`config.mk`:
```
export PLATFORM = sky130hd
export DESIGN_NAME = tftp_block_sender
export DESIGN_NICKNAME = d
export VERILOG_FILES = /design/src/rtl/tbs_pkg.sv /design/src/rtl/tbs_core.sv /design/src/rtl/tbs_out_reg.sv /design/src/rtl/tftp_block_sender.sv
export SDC_FILE = /design/constraint.sdc
export NUM_CORES = 1
export LEC_CHECK = 0
export BUFFER_PORTS_ARGS = -buffer_cell sky130_fd_sc_hd__buf_2
export CAP_MARGIN = 25
export CORE_AREA = 3 3 115 117
export CTS_CLUSTER_DIAMETER = 80
export CTS_CLUSTER_SIZE = 20
export DETAILED_ROUTE_END_ITERATION = 10
export DIE_AREA = 0 0 118 120
export PLACE_DENSITY = 0.7
export SETUP_SLACK_MARGIN = 0.15
export SLEW_MARGIN = 20
export SYNTH_ARGS = -nofsm -noshare
export SYNTH_HDL_FRONTEND = slang
export SYNTH_SLANG_ARGS = --single-unit
```
`constraint.sdc`:
```
create_clock -name clock -period 3.5 [get_ports clock]
set_input_delay 0.175 -clock clock [delete_from_list [all_inputs] [get_ports clock]]
set_output_delay 0.175 -clock clock [all_outputs]
set_load 0.005 [all_outputs]
```
`src/rtl/tbs_pkg.sv`:
```
// Shared types and constants for the TFTP block sender.
// Used by every module of the block and by its port checker.
package tbs_pkg;

   localparam int OP_W    = 3;
   localparam int BLOCK_W = 16;
   localparam int CODE_W  = 16;
   localparam int LEN_W   = 10;
   localparam int LIMIT_W = 8;
   localparam int CSR_INDEX_W = 1;
   localparam int CSR_DATA_W  = 8;

   localparam logic [LEN_W-1:0] BLOCK_BYTES = LEN_W'(512);

   localparam logic [OP_W-1:0] OP_START   = 3'd0;
   localparam logic [OP_W-1:0] OP_ACK     = 3'd1;
   localparam logic [OP_W-1:0] OP_ERROR   = 3'd2;
   localparam logic [OP_W-1:0] OP_OTHER   = 3'd3;
   localparam logic [OP_W-1:0] OP_TIMEOUT = 3'd4;

   localparam logic [OP_W-1:0] ACT_SEND          = 3'd0;
   localparam logic [OP_W-1:0] ACT_RESEND        = 3'd1;
   localparam logic [OP_W-1:0] ACT_FINISH        = 3'd2;
   localparam logic [OP_W-1:0] ACT_PEER_ERR      = 3'd3;
   localparam logic [OP_W-1:0] ACT_PROTO_ERR     = 3'd4;
   localparam logic [OP_W-1:0] ACT_TIMEOUT_ABORT = 3'd5;

   localparam logic [CSR_INDEX_W-1:0] REG_RETRY_LIMIT = 1'd0;
   localparam logic [CSR_INDEX_W-1:0] REG_SERVER_MODE = 1'd1;

   typedef struct packed {
      logic [OP_W-1:0]    operation;
      logic [BLOCK_W-1:0] rx_block;
      logic [CODE_W-1:0]  rx_error_code;
      logic [LEN_W-1:0]   chunk_length;
   } item_type;

   typedef struct packed {
      logic [OP_W-1:0]    action;
      logic [BLOCK_W-1:0] tx_block;
      logic [LEN_W-1:0]   tx_length;
      logic [CODE_W-1:0]  peer_error_code;
   } result_type;

   typedef struct packed {
      logic [LIMIT_W-1:0] retry_limit;
      logic               server_mode;
   } cfg_type;

endpackage

```
`src/rtl/tbs_core.sv`:
```
// Transfer state and per-event decision logic of the TFTP block sender.
// Depends on tbs_pkg; state advances only when the caller asserts advance.
module tbs_core (
   input  logic                clock,
   input  logic                reset,
   input  logic                advance,
   input  tbs_pkg::item_type   item,
   input  tbs_pkg::cfg_type    cfg,
   output logic                res_valid,
   output tbs_pkg::result_type res
);

   typedef enum logic [1:0] {
      PH_IDLE = 2'd0,
      PH_WAIT = 2'd1,
      PH_DONE = 2'd2
   } phase_type;

   phase_type                          phase_ff, phase_in;
   logic [tbs_pkg::BLOCK_W-1:0]        expected_block_ff, expected_block_in;
   logic                               final_sent_ff, final_sent_in;
   logic                               data_sent_once_ff, data_sent_once_in;
   logic [tbs_pkg::LIMIT_W-1:0]        timeout_count_ff, timeout_count_in;
   logic [tbs_pkg::LEN_W-1:0]          sent_length_ff, sent_length_in;

   logic [tbs_pkg::LEN_W-1:0]          sat_len;
   logic [tbs_pkg::LIMIT_W-1:0]        limit;
   logic [tbs_pkg::LIMIT_W-1:0]        timeout_inc;
   logic [tbs_pkg::BLOCK_W-1:0]        block_inc;

   assign sat_len = (item.chunk_length > tbs_pkg::BLOCK_BYTES) ?
                    tbs_pkg::BLOCK_BYTES : item.chunk_length;
   assign limit = (cfg.retry_limit == '0) ? tbs_pkg::LIMIT_W'(1) : cfg.retry_limit;
   assign timeout_inc = timeout_count_ff + tbs_pkg::LIMIT_W'(1);
   assign block_inc = expected_block_ff + tbs_pkg::BLOCK_W'(1);

   always_comb begin
      phase_in          = phase_ff;
      expected_block_in = expected_block_ff;
      final_sent_in     = final_sent_ff;
      data_sent_once_in = data_sent_once_ff;
      timeout_count_in  = timeout_count_ff;
      sent_length_in    = sent_length_ff;
      res_valid         = 1'b0;
      res               = '0;
      case (item.operation)
         tbs_pkg::OP_START: begin
            if (phase_ff != PH_WAIT) begin
               phase_in          = PH_WAIT;
               expected_block_in = '0;
               final_sent_in     = 1'b0;
               data_sent_once_in = 1'b0;
               timeout_count_in  = '0;
               sent_length_in    = '0;
               if (cfg.server_mode) begin
                  expected_block_in = tbs_pkg::BLOCK_W'(1);
                  sent_length_in    = sat_len;
                  final_sent_in     = (sat_len < tbs_pkg::BLOCK_BYTES);
                  data_sent_once_in = 1'b1;
                  res_valid         = 1'b1;
                  res.action        = tbs_pkg::ACT_SEND;
                  res.tx_block      = tbs_pkg::BLOCK_W'(1);
                  res.tx_length     = sat_len;
               end
            end
         end
         tbs_pkg::OP_ACK: begin
            if (phase_ff == PH_WAIT) begin
               timeout_count_in = '0;
               if (item.rx_block == expected_block_ff) begin
                  res_valid = 1'b1;
                  if (final_sent_ff) begin
                     phase_in   = PH_DONE;
                     res.action = tbs_pkg::ACT_FINISH;
                  end else begin
                     expected_block_in = block_inc;
                     sent_length_in    = sat_len;
                     final_sent_in     = (sat_len < tbs_pkg::BLOCK_BYTES);
                     data_sent_once_in = 1'b1;
                     res.action        = tbs_pkg::ACT_SEND;
                     res.tx_block      = block_inc;
                     res.tx_length     = sat_len;
                  end
               end
            end
         end
         tbs_pkg::OP_ERROR: begin
            if (phase_ff == PH_WAIT) begin
               timeout_count_in    = '0;
               phase_in            = PH_DONE;
               res_valid           = 1'b1;
               res.action          = tbs_pkg::ACT_PEER_ERR;
               res.peer_error_code = item.rx_error_code;
            end
         end
         tbs_pkg::OP_OTHER: begin
            if (phase_ff == PH_WAIT) begin
               timeout_count_in = '0;
               phase_in         = PH_DONE;
               res_valid        = 1'b1;
               res.action       = tbs_pkg::ACT_PROTO_ERR;
            end
         end
         tbs_pkg::OP_TIMEOUT: begin
            if (phase_ff == PH_WAIT) begin
               timeout_count_in = timeout_inc;
               if (timeout_inc >= limit) begin
                  phase_in   = PH_DONE;
                  res_valid  = 1'b1;
                  res.action = tbs_pkg::ACT_TIMEOUT_ABORT;
               end else if (data_sent_once_ff) begin
                  res_valid     = 1'b1;
                  res.action    = tbs_pkg::ACT_RESEND;
                  res.tx_block  = expected_block_ff;
                  res.tx_length = sent_length_ff;
               end
            end
         end
         default: begin
         end
      endcase
   end

   always_ff @(posedge clock) begin
      if (reset) begin
         phase_ff          <= PH_IDLE;
         expected_block_ff <= '0;
         final_sent_ff     <= 1'b0;
         data_sent_once_ff <= 1'b0;
         timeout_count_ff  <= '0;
         sent_length_ff    <= '0;
      end else if (advance) begin
         phase_ff          <= phase_in;
         expected_block_ff <= expected_block_in;
         final_sent_ff     <= final_sent_in;
         data_sent_once_ff <= data_sent_once_in;
         timeout_count_ff  <= timeout_count_in;
         sent_length_ff    <= sent_length_in;
      end
   end

endmodule

```
`src/rtl/tbs_out_reg.sv`:
```
// Result register of the TFTP block sender: holds one word until taken.
// Depends on tbs_pkg for the result word type.
module tbs_out_reg (
   input  logic                clock,
   input  logic                reset,
   input  logic                load,
   input  logic                load_valid,
   input  tbs_pkg::result_type load_data,
   input  logic                rsp_stall,
   output logic                full,
   output logic                rsp_valid,
   output tbs_pkg::result_type rsp_data
);

   logic                valid_ff, valid_in;
   tbs_pkg::result_type data_ff;

   assign valid_in  = load ? load_valid : (valid_ff && rsp_stall);
   assign full      = valid_ff;
   assign rsp_valid = valid_ff;
   assign rsp_data  = data_ff;

   always_ff @(posedge clock) begin
      if (reset) begin
         valid_ff <= 1'b0;
      end else begin
         valid_ff <= valid_in;
      end
   end

   always_ff @(posedge clock) begin
      if (load) begin
         data_ff <= load_data;
      end
   end

endmodule

```
`src/rtl/tftp_block_sender.sv`:
```
// TFTP lock-step block sender: input word register, decision core, result register.
// An event waits in the input word register; its result then waits in the result register.
// Throughput: one event per cycle unless a stalled, full result register holds it off.
// Synchronous active-high reset clears the transfer state and both valid flags;
// retry_limit resets to 1 and server_mode to 0. Depends on tbs_pkg, tbs_core, tbs_out_reg.
module tftp_block_sender (
   input  logic                                clock,
   input  logic                                reset,
   input  logic                                req_valid,
   output logic                                req_stall,
   input  logic [tbs_pkg::OP_W-1:0]            req_operation,
   input  logic [tbs_pkg::BLOCK_W-1:0]         req_rx_block,
   input  logic [tbs_pkg::CODE_W-1:0]          req_rx_error_code,
   input  logic [tbs_pkg::LEN_W-1:0]           req_chunk_length,
   output logic                                rsp_valid,
   input  logic                                rsp_stall,
   output logic [tbs_pkg::OP_W-1:0]            rsp_action,
   output logic [tbs_pkg::BLOCK_W-1:0]         rsp_tx_block,
   output logic [tbs_pkg::LEN_W-1:0]           rsp_tx_length,
   output logic [tbs_pkg::CODE_W-1:0]          rsp_peer_error_code,
   input  logic                                csr_valid,
   output logic                                csr_ready,
   input  logic [tbs_pkg::CSR_INDEX_W-1:0]     csr_index,
   input  logic [tbs_pkg::CSR_DATA_W-1:0]      csr_data
);

   tbs_pkg::cfg_type    cfg_ff;
   logic                in_valid_ff;
   tbs_pkg::item_type   item_ff;
   logic                advance;
   logic                out_full;
   logic                res_valid;
   tbs_pkg::result_type res;
   tbs_pkg::result_type rsp_data;

   assign csr_ready = 1'b1;

   always_ff @(posedge clock) begin
      if (reset) begin
         cfg_ff.retry_limit <= tbs_pkg::LIMIT_W'(1);
         cfg_ff.server_mode <= 1'b0;
      end else if (csr_valid && csr_ready) begin
         case (csr_index)
            tbs_pkg::REG_RETRY_LIMIT: cfg_ff.retry_limit <= csr_data[tbs_pkg::LIMIT_W-1:0];
            tbs_pkg::REG_SERVER_MODE: cfg_ff.server_mode <= csr_data[0];
            default: begin
            end
         endcase
      end
   end

   // advance the held event when the result register is free or being drained
   assign advance   = in_valid_ff && (!out_full || !rsp_stall);
   assign req_stall = in_valid_ff && !advance;

   always_ff @(posedge clock) begin
      if (reset) begin
         in_valid_ff <= 1'b0;
      end else if (!req_stall) begin
         in_valid_ff <= req_valid;
      end
   end

   always_ff @(posedge clock) begin
      if (req_valid && !req_stall) begin
         item_ff.operation     <= req_operation;
         item_ff.rx_block      <= req_rx_block;
         item_ff.rx_error_code <= req_rx_error_code;
         item_ff.chunk_length  <= req_chunk_length;
      end
   end

   tbs_core u_core (
      .clock     (clock),
      .reset     (reset),
      .advance   (advance),
      .item      (item_ff),
      .cfg       (cfg_ff),
      .res_valid (res_valid),
      .res       (res)
   );

   tbs_out_reg u_out (
      .clock      (clock),
      .reset      (reset),
      .load       (advance),
      .load_valid (res_valid),
      .load_data  (res),
      .rsp_stall  (rsp_stall),
      .full       (out_full),
      .rsp_valid  (rsp_valid),
      .rsp_data   (rsp_data)
   );

   assign rsp_action          = rsp_data.action;
   assign rsp_tx_block        = rsp_data.tx_block;
   assign rsp_tx_length       = rsp_data.tx_length;
   assign rsp_peer_error_code = rsp_data.peer_error_code;

endmodule

```
# Word level (Yosys, flattened, before mapping)
# Cells that the tools add are included.
# op_classes
n_addsub	2
n_lt_le_gt_ge	3
eq_ne	16
muxes	61
bitwise_logic	1
reduce_logical	23
# op_table
op	count
two-way mux 29 bit	4
one-hot mux 26 bit (3 select lines)	1
two-way mux 16 bit	4
two-way mux 10 bit	6
two-way mux 26 bit	2
two-way mux 8 bit	4
one-hot mux 16 bit (2 select lines)	1
two-way mux 27 bit	1
one-hot mux 8 bit (3 select lines)	1
one-hot mux 10 bit (2 select lines)	1
two-way mux 1 bit	19
two-way mux 2 bit	9
!= test 2 x 1 -> 1 bit (second input constant)	9
adder 16 x 1 -> 16 bit (second input constant)	1
equality test 16 bit	1
one-hot mux 3 bit (5 select lines)	1
two-way mux 11 bit	1
greater-than comparator 10 bit (second input constant)	1
< comparator 10 bit (second input constant)	1
AND reduction 5 bit	2
AND reduction 9 bit	1
adder 8 x 1 -> 8 bit (second input constant)	1
greater-or-equal comparator 8 bit	1
logical NOT 8 bit	1
21 further kinds	32
# totals
register_bits	139
inputBits	59
elab_cells	124

# Longest topological paths before layout
# Gate-level depths: netlist of the first run.
# depth
word_depth	7
depth_mapped	12

# By module
# A second synthesis of the first run with hierarchy kept.
# hier_totals
hier_cells	551
area_unflattened_um2	6252.2
# by_module_without_submodules
mod	instances	cells_per_inst	area_each_um2	seq_area_each_um2
tbs_core	1	408	3055.4	760.7
tftp_block_sender	1	93	1801.7	1551.5
tbs_out_reg	1	50	1395.1	1371.3

# Worst setup path before layout of the first run
# Ideal clock, no wire load.
# synth_timing
path_kind	reg2reg
startpoint	register u_out.valid_ff (netlist: u_out.full)
endpoint	register item_ff[0] (netlist name), enable pin
setup_time_ns	0.453
t_arrival_ns	2.495
required_ns	3.047
slack_ns	0.552
stages_incl_launch_ff	4
path_buffers	0
synth_period_minus_slack_ns	2.948
path_cell_list	dfxtp_1 nand2_1 nor2_1 nor2b_1
# synth_between
elab_chain_len	7
# synth_lines
item	line_no	rtl
start, declared	tbs_out_reg.sv:15	logic valid_ff, valid_in;
start signal, assigned	tbs_out_reg.sv:27	valid_ff <= valid_in;
logical NOT 1 bit	tftp_block_sender.sv:53	assign advance = in_valid_ff && (!out_full || !rsp_stall);
logical OR 1 bit	tftp_block_sender.sv:53	
logical AND 1 bit	tftp_block_sender.sv:53	
logical NOT 1 bit	tftp_block_sender.sv:54	assign req_stall = in_valid_ff && !advance;
logical AND 1 bit	tftp_block_sender.sv:54	
via req_stall	tftp_block_sender.sv:10	output logic req_stall,
logical NOT 1 bit	tftp_block_sender.sv:65	if (req_valid && !req_stall) begin
logical AND 1 bit	tftp_block_sender.sv:65	
end, declared	tftp_block_sender.sv:29	tbs_pkg::item_type item_ff;
# The timed path passes the listed nets, and every way through them passes these cells.
# A chain may end at the register's enable or synchronous reset.

# Final worst setup path of the first run
# layout_timing
startpoint	register u_core.timeout_count_ff[2] (netlist name)
endpoint	register u_core.phase_ff[1]
# layout_between
elab_chain_len	4
# layout_lines
item	line_no	rtl
start, declared	tbs_core.sv:23	logic [tbs_pkg::LIMIT_W-1:0] timeout_count_ff, timeout_count_in;
start signal, assigned	tbs_core.sv:137	timeout_count_ff <= timeout_count_in;
adder 8 x 1 -> 8 bit	tbs_core.sv:34	assign timeout_inc = timeout_count_ff + tbs_pkg::LIMIT_W'(1);
greater-or-equal comparator 8 bit	tbs_core.sv:107	if (timeout_inc >= limit) begin
!= test 2 x 1 -> 1 bit (no source line)	-	
AND reduction 9 bit (no source line)	-	
end signal, assigned	tbs_core.sv:133	phase_ff <= phase_in;
end, declared	tbs_core.sv:19	phase_type phase_ff, phase_in;
# No other way between the ends.

==> results of run 1 <==
-- cells in the final DEF, fill, tap and decap left out, types with 2 or more instances in the layout --
master	instances
dfxtp_1	49
o21a_1	3
a21oi_1	35
or3_1	4
o31ai_1	3
xnor2_1	19
buf_2	105
nor3_1	13
nor2_2	3
xor2_1	5
and2_1	23
inv_1	16
nor2_1	29
o21bai_1	6
nor2b_1	4
a22o_1	11
or2_2	2
a21o_1	11
nand3b_1	4
nand2_1	83
buf_4	10
clkbuf_1	2
clkbuf_16	17
edfxtp_1	90
a22oi_1	3
a31oi_1	3
inv_6	4
o21ai_0	33
clkinvlp_4	4
and3_1	5
nor4_1	6
nand2b_1	5
nand3_1	23
ha_1	10
dlygate4sd3_1	54
nand4_1	9
a41o_1	3
clkinv_4	2
clkinv_1	3
-- power by group through the flow --
stage	clock (uW)	sequential, uW	combinational, uW
finish	1610	1820	204
global route	1700	1830	223
CTS	1620	1820	200
detailed placement	0	1860	151
global placement	0	1860	146
floorplan	0	1850	81.1
-- synth_stat cells (2+ instances only) --
library cell   n  area, sq um
edfxtp_1      90         2700
nand2_1       83          312
dfxtp_1       49          981
a21oi_1       35          175
o21ai_0       33          165
nor2_1        30          113
and2_1        23          144
nand3_1       23          115
xnor2_1       19          166
inv_1         17         63.8
clkbuf_1      15         56.3
nor3_1        14         70.1
a21o_1        11         82.6
a22o_1        11         96.3
ha_1          10          125
buf_2          9         45.0
nand4_1        9         56.3
nor4_1         6         37.5
o21bai_1       6         45.0
and3_1         5         31.3
nand2b_1       5         31.3
nor2b_1        5         31.3
xor2_1         5         43.8
nand3b_1       4         30.0
o31ai_1        4         30.0
or3_1          4         25.0
a22oi_1        3         22.5
a31oi_1        3         18.8
a41o_1         3         30.0
o21a_1         3         22.5
buf_4          2         15.0
nor2_2         2         12.5
or2_2          2         12.5
-- state kept, by name, indices dropped and copies added (netlist names) --
name                      cells
item_ff                      45
cfg_ff                        9
u_core.timeout_count_ff       8
u_core.sent_length_ff        10
u_out.rsp_data               45
in_valid_ff                   1
u_core.data_sent_once_ff      1
u_core.expected_block_ff     16
u_out.full                    1
u_core.final_sent_ff          1
u_core.phase_ff               2
-- worst reg2reg max path, delay by kind of cell, from the launching register on --
kind / cells / cell delay (ns)
and+or+nand+nor: 6 / 1.47
adders and majority gates: 1 / 0.33
xor gates and xnor gates: 1 / 0.16
AOI/OAI and AO/OA: 2 / 0.62
DFF: 1 / 0.40
-- cells by family (layout without fill, tap and decap cells) --
group,after synthesis,in the layout,synth area share (%)
mux,2,2,0.351
fa+ha+maj,10,10,2.06
other cells,1,1,0.0618
buf+inv,45,218,3.22
simple gates,221,221,17.9
flops,139,139,60.7
xor+xnor,24,24,3.46
compound gates,119,119,12.3
-- repair_timing --
item | in CTS | in global routing
setup buffers | 0 | 3
hold endpoints to repair | 54 | 0
setup endpoints to repair | 9 | 12
resized for setup | 2 | 2
pin swaps | 0 | 1
hold buffers | 54 | 0
-- final cells by class --
class                      instances  area, sq um  share of cell area (%)
clock buffer                      19          433                    5.51
clock inverter                    13         93.8                    1.19
inverter                          17         63.8                   0.812
multi-input combinational        377         2220                    28.3
sequential                       139         3680                    46.9
tap                              172          215                    2.74
timing repair buffer             169         1140                    14.5
-- stage by stage --
| stage | util, % | instances | setup slack (ns) | total power, uW |
|---|---|---|---|---|
| finish | 63.0 | 906 | 0.438 | 3630 |
| detailed placement | 54.1 | 817 | 0.153 | 2010 |
| CTS | 62.7 | 903 | 0.323 | 3650 |
| floorplan | - | 561 | 0.552 | 1930 |
| global placement | 54.1 | 817 | 0.259 | 2000 |
| global route | 63.0 | 906 | 0.185 | 3750 |
-- metal layers --
layer	share of wire, %	track usage, %	wire length [um]
met4	1.2	6.15	165
met2	50	33.7	7020
met1	43	25.1	5990
met3	6.3	6.27	885
met5	0	0	0
-- worst max path at each step --
stage	start	end	slack, ns
global route	u_core.timeout_count_ff[2]	u_out.rsp_data[40]	0.18
floorplan	u_out.full	item_ff[0]	0.55
detailed placement	u_core.timeout_count_ff[0]	u_out.rsp_data[34]	0.15
finish	u_core.timeout_count_ff[2]	u_core.phase_ff[1]	0.44
global placement	u_core.timeout_count_ff[0]	u_out.rsp_data[37]	0.26
CTS	u_core.timeout_count_ff[2]	u_core.phase_ff[1]	0.32
==> results.sh, run 1 <==
export IMPL_dp_hpwl_um=9180
export IMPL_n_fill_cell=999
export IMPL_dieArea_sq_um=14200
export IMPL_fin_crit_ns=3.06
export IMPL_arrival_ns=3.41
export IMPL_min_from="csr_index"
export IMPL_cts_root_buffer="clkbuf_16"
export IMPL_combinationalPowerShare_pct=5.6
export IMPL_grt_pass1_vias=4665
export IMPL_synth_cells=561
export IMPL_clockPowerShare_pct=44.2
export IMPL_rows=41
export IMPL_n_antenna_cell=0
export IMPL_clock_skew_ns=0.00672
export IMPL_cts_max_level=4
export IMPL_maxSlewHeadroom_pct=43.3
export IMPL_synthDistinctLibCells=51
export IMPL_syn_nets=630
export IMPL_grt_max_degree=33
export IMPL_worst_path_max_fanout=6
export IMPL_cts_tree="done"
export IMPL_critPathRequiredTime_ns=3.85
export IMPL_cts_sinks=139
export IMPL_worst_setup_path_type="flip-flop to flip-flop"
export IMPL_ant_nets=0
export IMPL_gp_congestion=0.875
export IMPL_drv_slew=0
export IMPL_swShare_pct=22.8
export IMPL_reg2reg_depth=10
export IMPL_die_w_um=118
export IMPL_die_h_um=120
export IMPL_power_leakage_uw=0.00323
export IMPL_grt_pass1_wl_um=22600
export IMPL_cp_start_kind="flip-flop"
export IMPL_reg2reg_to="u_core.phase_ff[1]"
export IMPL_viasPerCell=5.26
export IMPL_dr_first_iter_drc_count=311
export IMPL_cpMaxStageDelayCell="or4_1"
export IMPL_rsz0062_at_grt="no"
export IMPL_avgRoutedWirePerCell_um=15.5
export IMPL_placed_cell_area_sq_um=6740
export IMPL_syn_area_sq_um=6070
export IMPL_postLayoutCellArea_sq_um=7850
export IMPL_outcome="finished, final reports clean"
export IMPL_cp_end_kind="flip-flop"
export IMPL_grt_antenna_before_repair=0
export IMPL_grt_ovfl_total=0
export IMPL_worst_pin_slew_ns=0.830
export IMPL_core_area_sq_um=12500
export IMPL_clock_path_buffers=2
export IMPL_vias=4765
export IMPL_whs_ns=0.0669
export IMPL_switchingPower_uw=828
export IMPL_ys_flop_type="edfxtp_1"
export IMPL_holdCritPathClass="input port to flip-flop"
export IMPL_drive_gt1_share_pct=21.0
export IMPL_clk_latency_ns=0.42
export IMPL_synth_edf_count=90
export IMPL_drt_total_wl_um=14100
export IMPL_hold_violations=0
export IMPL_ys_seq_elements=139
export IMPL_synth_area_per_cell_sq_um=10.8
export IMPL_tns_ns=0
export IMPL_ir_worst_vdd_mv=0.458
export IMPL_port_buffers=105
export IMPL_grt_usage_pct=20.1
export IMPL_clk_pin_slew_ns=0.06
export IMPL_numCtsBuffers=17
export IMPL_reg2reg_from="u_core.timeout_count_ff[2]"
export IMPL_path_cells="and3_1 > and3_1 > nand3_1 > xnor2_1 > ha_1 > nand4_1 > o31ai_4 > nor2_1 > or4_1 > a21oi_1"
export IMPL_timing_final_crit_share_pct=87.5
export IMPL_p_seq_share_pct=50.2
export IMPL_cellPowerDensity_nw_per_um2=463
export IMPL_final_nets=790
export IMPL_ys_warn_count=0
export IMPL_cpPeakStageDelay_ns=0.53
export IMPL_clock_fmax_ghz=0.327
export IMPL_hold_depth=3
export IMPL_seq_area_frac_synth_pct=60.7
export IMPL_io_pins=107
export IMPL_drv_cap=0
export IMPL_crit_buf_inv=0
export IMPL_start_util_pct=48.7
export IMPL_drcViolationCount=0
export IMPL_drt_first_pass_iters=5
export IMPL_finalSetupViolCount=0
export IMPL_min_to="cfg_ff[0]"
export IMPL_crit_top_cell="and3_1"
export IMPL_synthToLayoutAreaGrowth_pct=29.4
export IMPL_async_flop_share_pct=0
export IMPL_worst_path_stages=10
export IMPL_r2r_slack_ns=0.44
export IMPL_critPathTopFamily="simple AND/OR/NAND/NOR gates"
export IMPL_cellInternalPower_uw=2810
No activity file was read; power rests on OpenSTA's default activity.
==> run 2: changes to the inputs <==
Settings changed: CORE_AREA 3 3 115 117 to 3 3 144 146, DIE_AREA 0 0 118 120 to 0 0 147 149, PLACE_DENSITY 0.7 to 0.48.
==> run 2 against run 1 <==
Effect of this change: critical path type unchanged; register-to-register slack better by 0.05 ns; die area up 55%; total power up 9.6%; hold slack worse by 0.017 ns; design area up 2.6%; critical path depth up 3; non-clock buffer count down 2; clock-buffer cell count down 1; final cell count up 10%; highest routed layer unchanged.
==> results.sh, run 2 (synthesized netlist as in run 1, its figures left out) <==
export IMPL_outcome="finished, final reports clean"
export IMPL_final_nets=788
export IMPL_power_leakage_uw=0.00328
export IMPL_final_common_cell="buf_2"
export IMPL_cp_end_kind="flip-flop"
export IMPL_grt_usage_pct=13.6
export IMPL_start_util_pct=31.1
export IMPL_placed_cell_area_sq_um=6870
export IMPL_tns_ns=0
export IMPL_drt_first_pass_iters=4
export IMPL_worst_pin_slew_ns=0.934
export IMPL_clk_pin_slew_ns=0.06
export IMPL_critPathRequiredTime_ns=3.74
export IMPL_seqCellArea_sq_um=3680
export IMPL_ant_nets=0
export IMPL_drv_cap=0
export IMPL_dpl_cell_count=911
export IMPL_clk_latency_ns=0.42
export IMPL_cts_root_buffer="clkbuf_16"
export IMPL_finalSetupViolCount=0
export IMPL_n_antenna_cell=0
export IMPL_final_cell_mix="buf_2 (105), edfxtp_1 (90), nand2_1 (83)"
export IMPL_cts_sinks=139
export IMPL_fin_crit_ns=3.01
export IMPL_viasPerCell=4.67
export IMPL_core_area_sq_um=19500
export IMPL_hold_violations=0
export IMPL_grt_ovfl_total=0
export IMPL_grt_pass1_wl_um=23500
export IMPL_clock_fmax_ghz=0.332
export IMPL_r2r_slack_ns=0.49
export IMPL_die_w_um=147
export IMPL_vias=4654
export IMPL_dieArea_sq_um=21900
export IMPL_gp_congestion=0.775
export IMPL_drt_total_wl_um=14600
export IMPL_port_buffers=105
export IMPL_grt_max_degree=31
export IMPL_maxSlewHeadroom_pct=37.3
export IMPL_io_pins=107
export IMPL_grt_pass1_vias=4531
export IMPL_dp_hpwl_um=10100
export IMPL_multi_input_area_sq_um=2210
export IMPL_worst_setup_path_type="flip-flop to flip-flop"
export IMPL_layout_cells_non_filler=997
export IMPL_grt_antenna_before_repair=0
export IMPL_numCtsBuffers=17
export IMPL_avgRoutedWirePerCell_um=14.7
export IMPL_cts_max_level=4
export IMPL_cts_setup_buffers=0
export IMPL_postLayoutCellArea_sq_um=8060
export IMPL_clock_path_buffers=2
export IMPL_synthToLayoutAreaGrowth_pct=32.8
export IMPL_cts_tree="done"
export IMPL_drv_slew=0
export IMPL_timing_final_crit_share_pct=86.1
export IMPL_clock_skew_ns=0.0104
export IMPL_cellPowerDensity_nw_per_um2=494
export IMPL_worst_path_max_fanout=20
export IMPL_arrival_ns=3.25
export IMPL_cp_start_kind="flip-flop"
export IMPL_n_fill_cell=1929
export IMPL_postCtsResizedCells=0
export IMPL_drive_gt1_share_pct=21.0
export IMPL_ir_worst_vdd_mv=0.303
export IMPL_whs_ns=0.0499
export IMPL_drcViolationCount=0
export IMPL_die_h_um=149
export IMPL_rsz0062_at_grt="no"
export IMPL_utilization_pct=41.3
export IMPL_rows=51
export IMPL_dr_first_iter_drc_count=218
export IMPL_holdCritPathClass="input port to flip-flop"
-- run 2: cell types whose count changed in the layout (fill, tap and decap cells not counted), moves of 2 or more --
| cell | before | now |
|---|---|---|
| clkinvlp_4 | 4 | 2 |
| buf_4 | 10 | 8 |
| bufinv_16 | 0 | 5 |
| clkinv_1 | 3 | 1 |
| inv_6 | 4 | 2 |
-- run 2: stage by stage --
step / setup slack (ns) / total power [uW]
finish: 0.487 / 3980
global placement: 0.640 / 2010
floorplan: 0.552 / 1930
global route: 0.174 / 4140
CTS: 0.460 / 4040
detailed placement: 0.484 / 2020
-- run 2: worst paths after layout --
path / startpoint / depth (start not counted) / end
worst min-delay path: csr_index / 3 / cfg_ff[0]
worst max register to register: u_core.timeout_count_ff[0] / 13 / u_out.rsp_data[26]
worst max-delay path: u_core.timeout_count_ff[0] / 13 / u_out.rsp_data[26]
worst min register to register: cfg_ff[6] / 2 / cfg_ff[6]
-- run 2: what timing repair did --
action	4_1_cts	5_1_grt
endpoints found under the setup margin	0	0
hold buffers	54	0
endpoints found under the hold margin	54	0
-- run 2: cell type report --
| class | count | share of cell area, % |
|---|---|---|
| tap | 265 | 4.11 |
| inverter | 17 | 0.792 |
| sequential | 139 | 45.7 |
| clock buffer | 18 | 5.33 |
| clock inverter | 14 | 2.70 |
| multi-input combinational | 377 | 27.4 |
| timing repair buffer | 167 | 14.0 |
-- run 2: power breakdown --
group	total, uW	switching [uW]	internal [uW]
Clock	1960	689	1270
Sequential	1820	27.2	1800
Combinational	202	99.1	103
Total	3980	815	3170
-- run 2: worst max-delay path, stage by stage, from the launching register on --
cell and delay [ns]:
dfxtp_1 0.39, and3_1 0.25, and3_1 0.26, nand3_1 0.12
xnor2_1 0.24, ha_1 0.30, a41o_1 0.24, a21oi_1 0.12
o31ai_1 0.09, buf_4 0.18, nor3_2 0.16, buf_4 0.29
nand2_1 0.08, o211ai_1 0.10
-- run 2: layer usage --
metal / track usage (%) / part of all wire [%] / vias to the layer above
li1: - / - / 2323
met1: 18.3 / 47 / 2201
met2: 20.9 / 46 / 113
met3: 3.52 / 5.3 / 17
met4: 5.92 / 2.0 / 0
met5: 0 / 0 / -
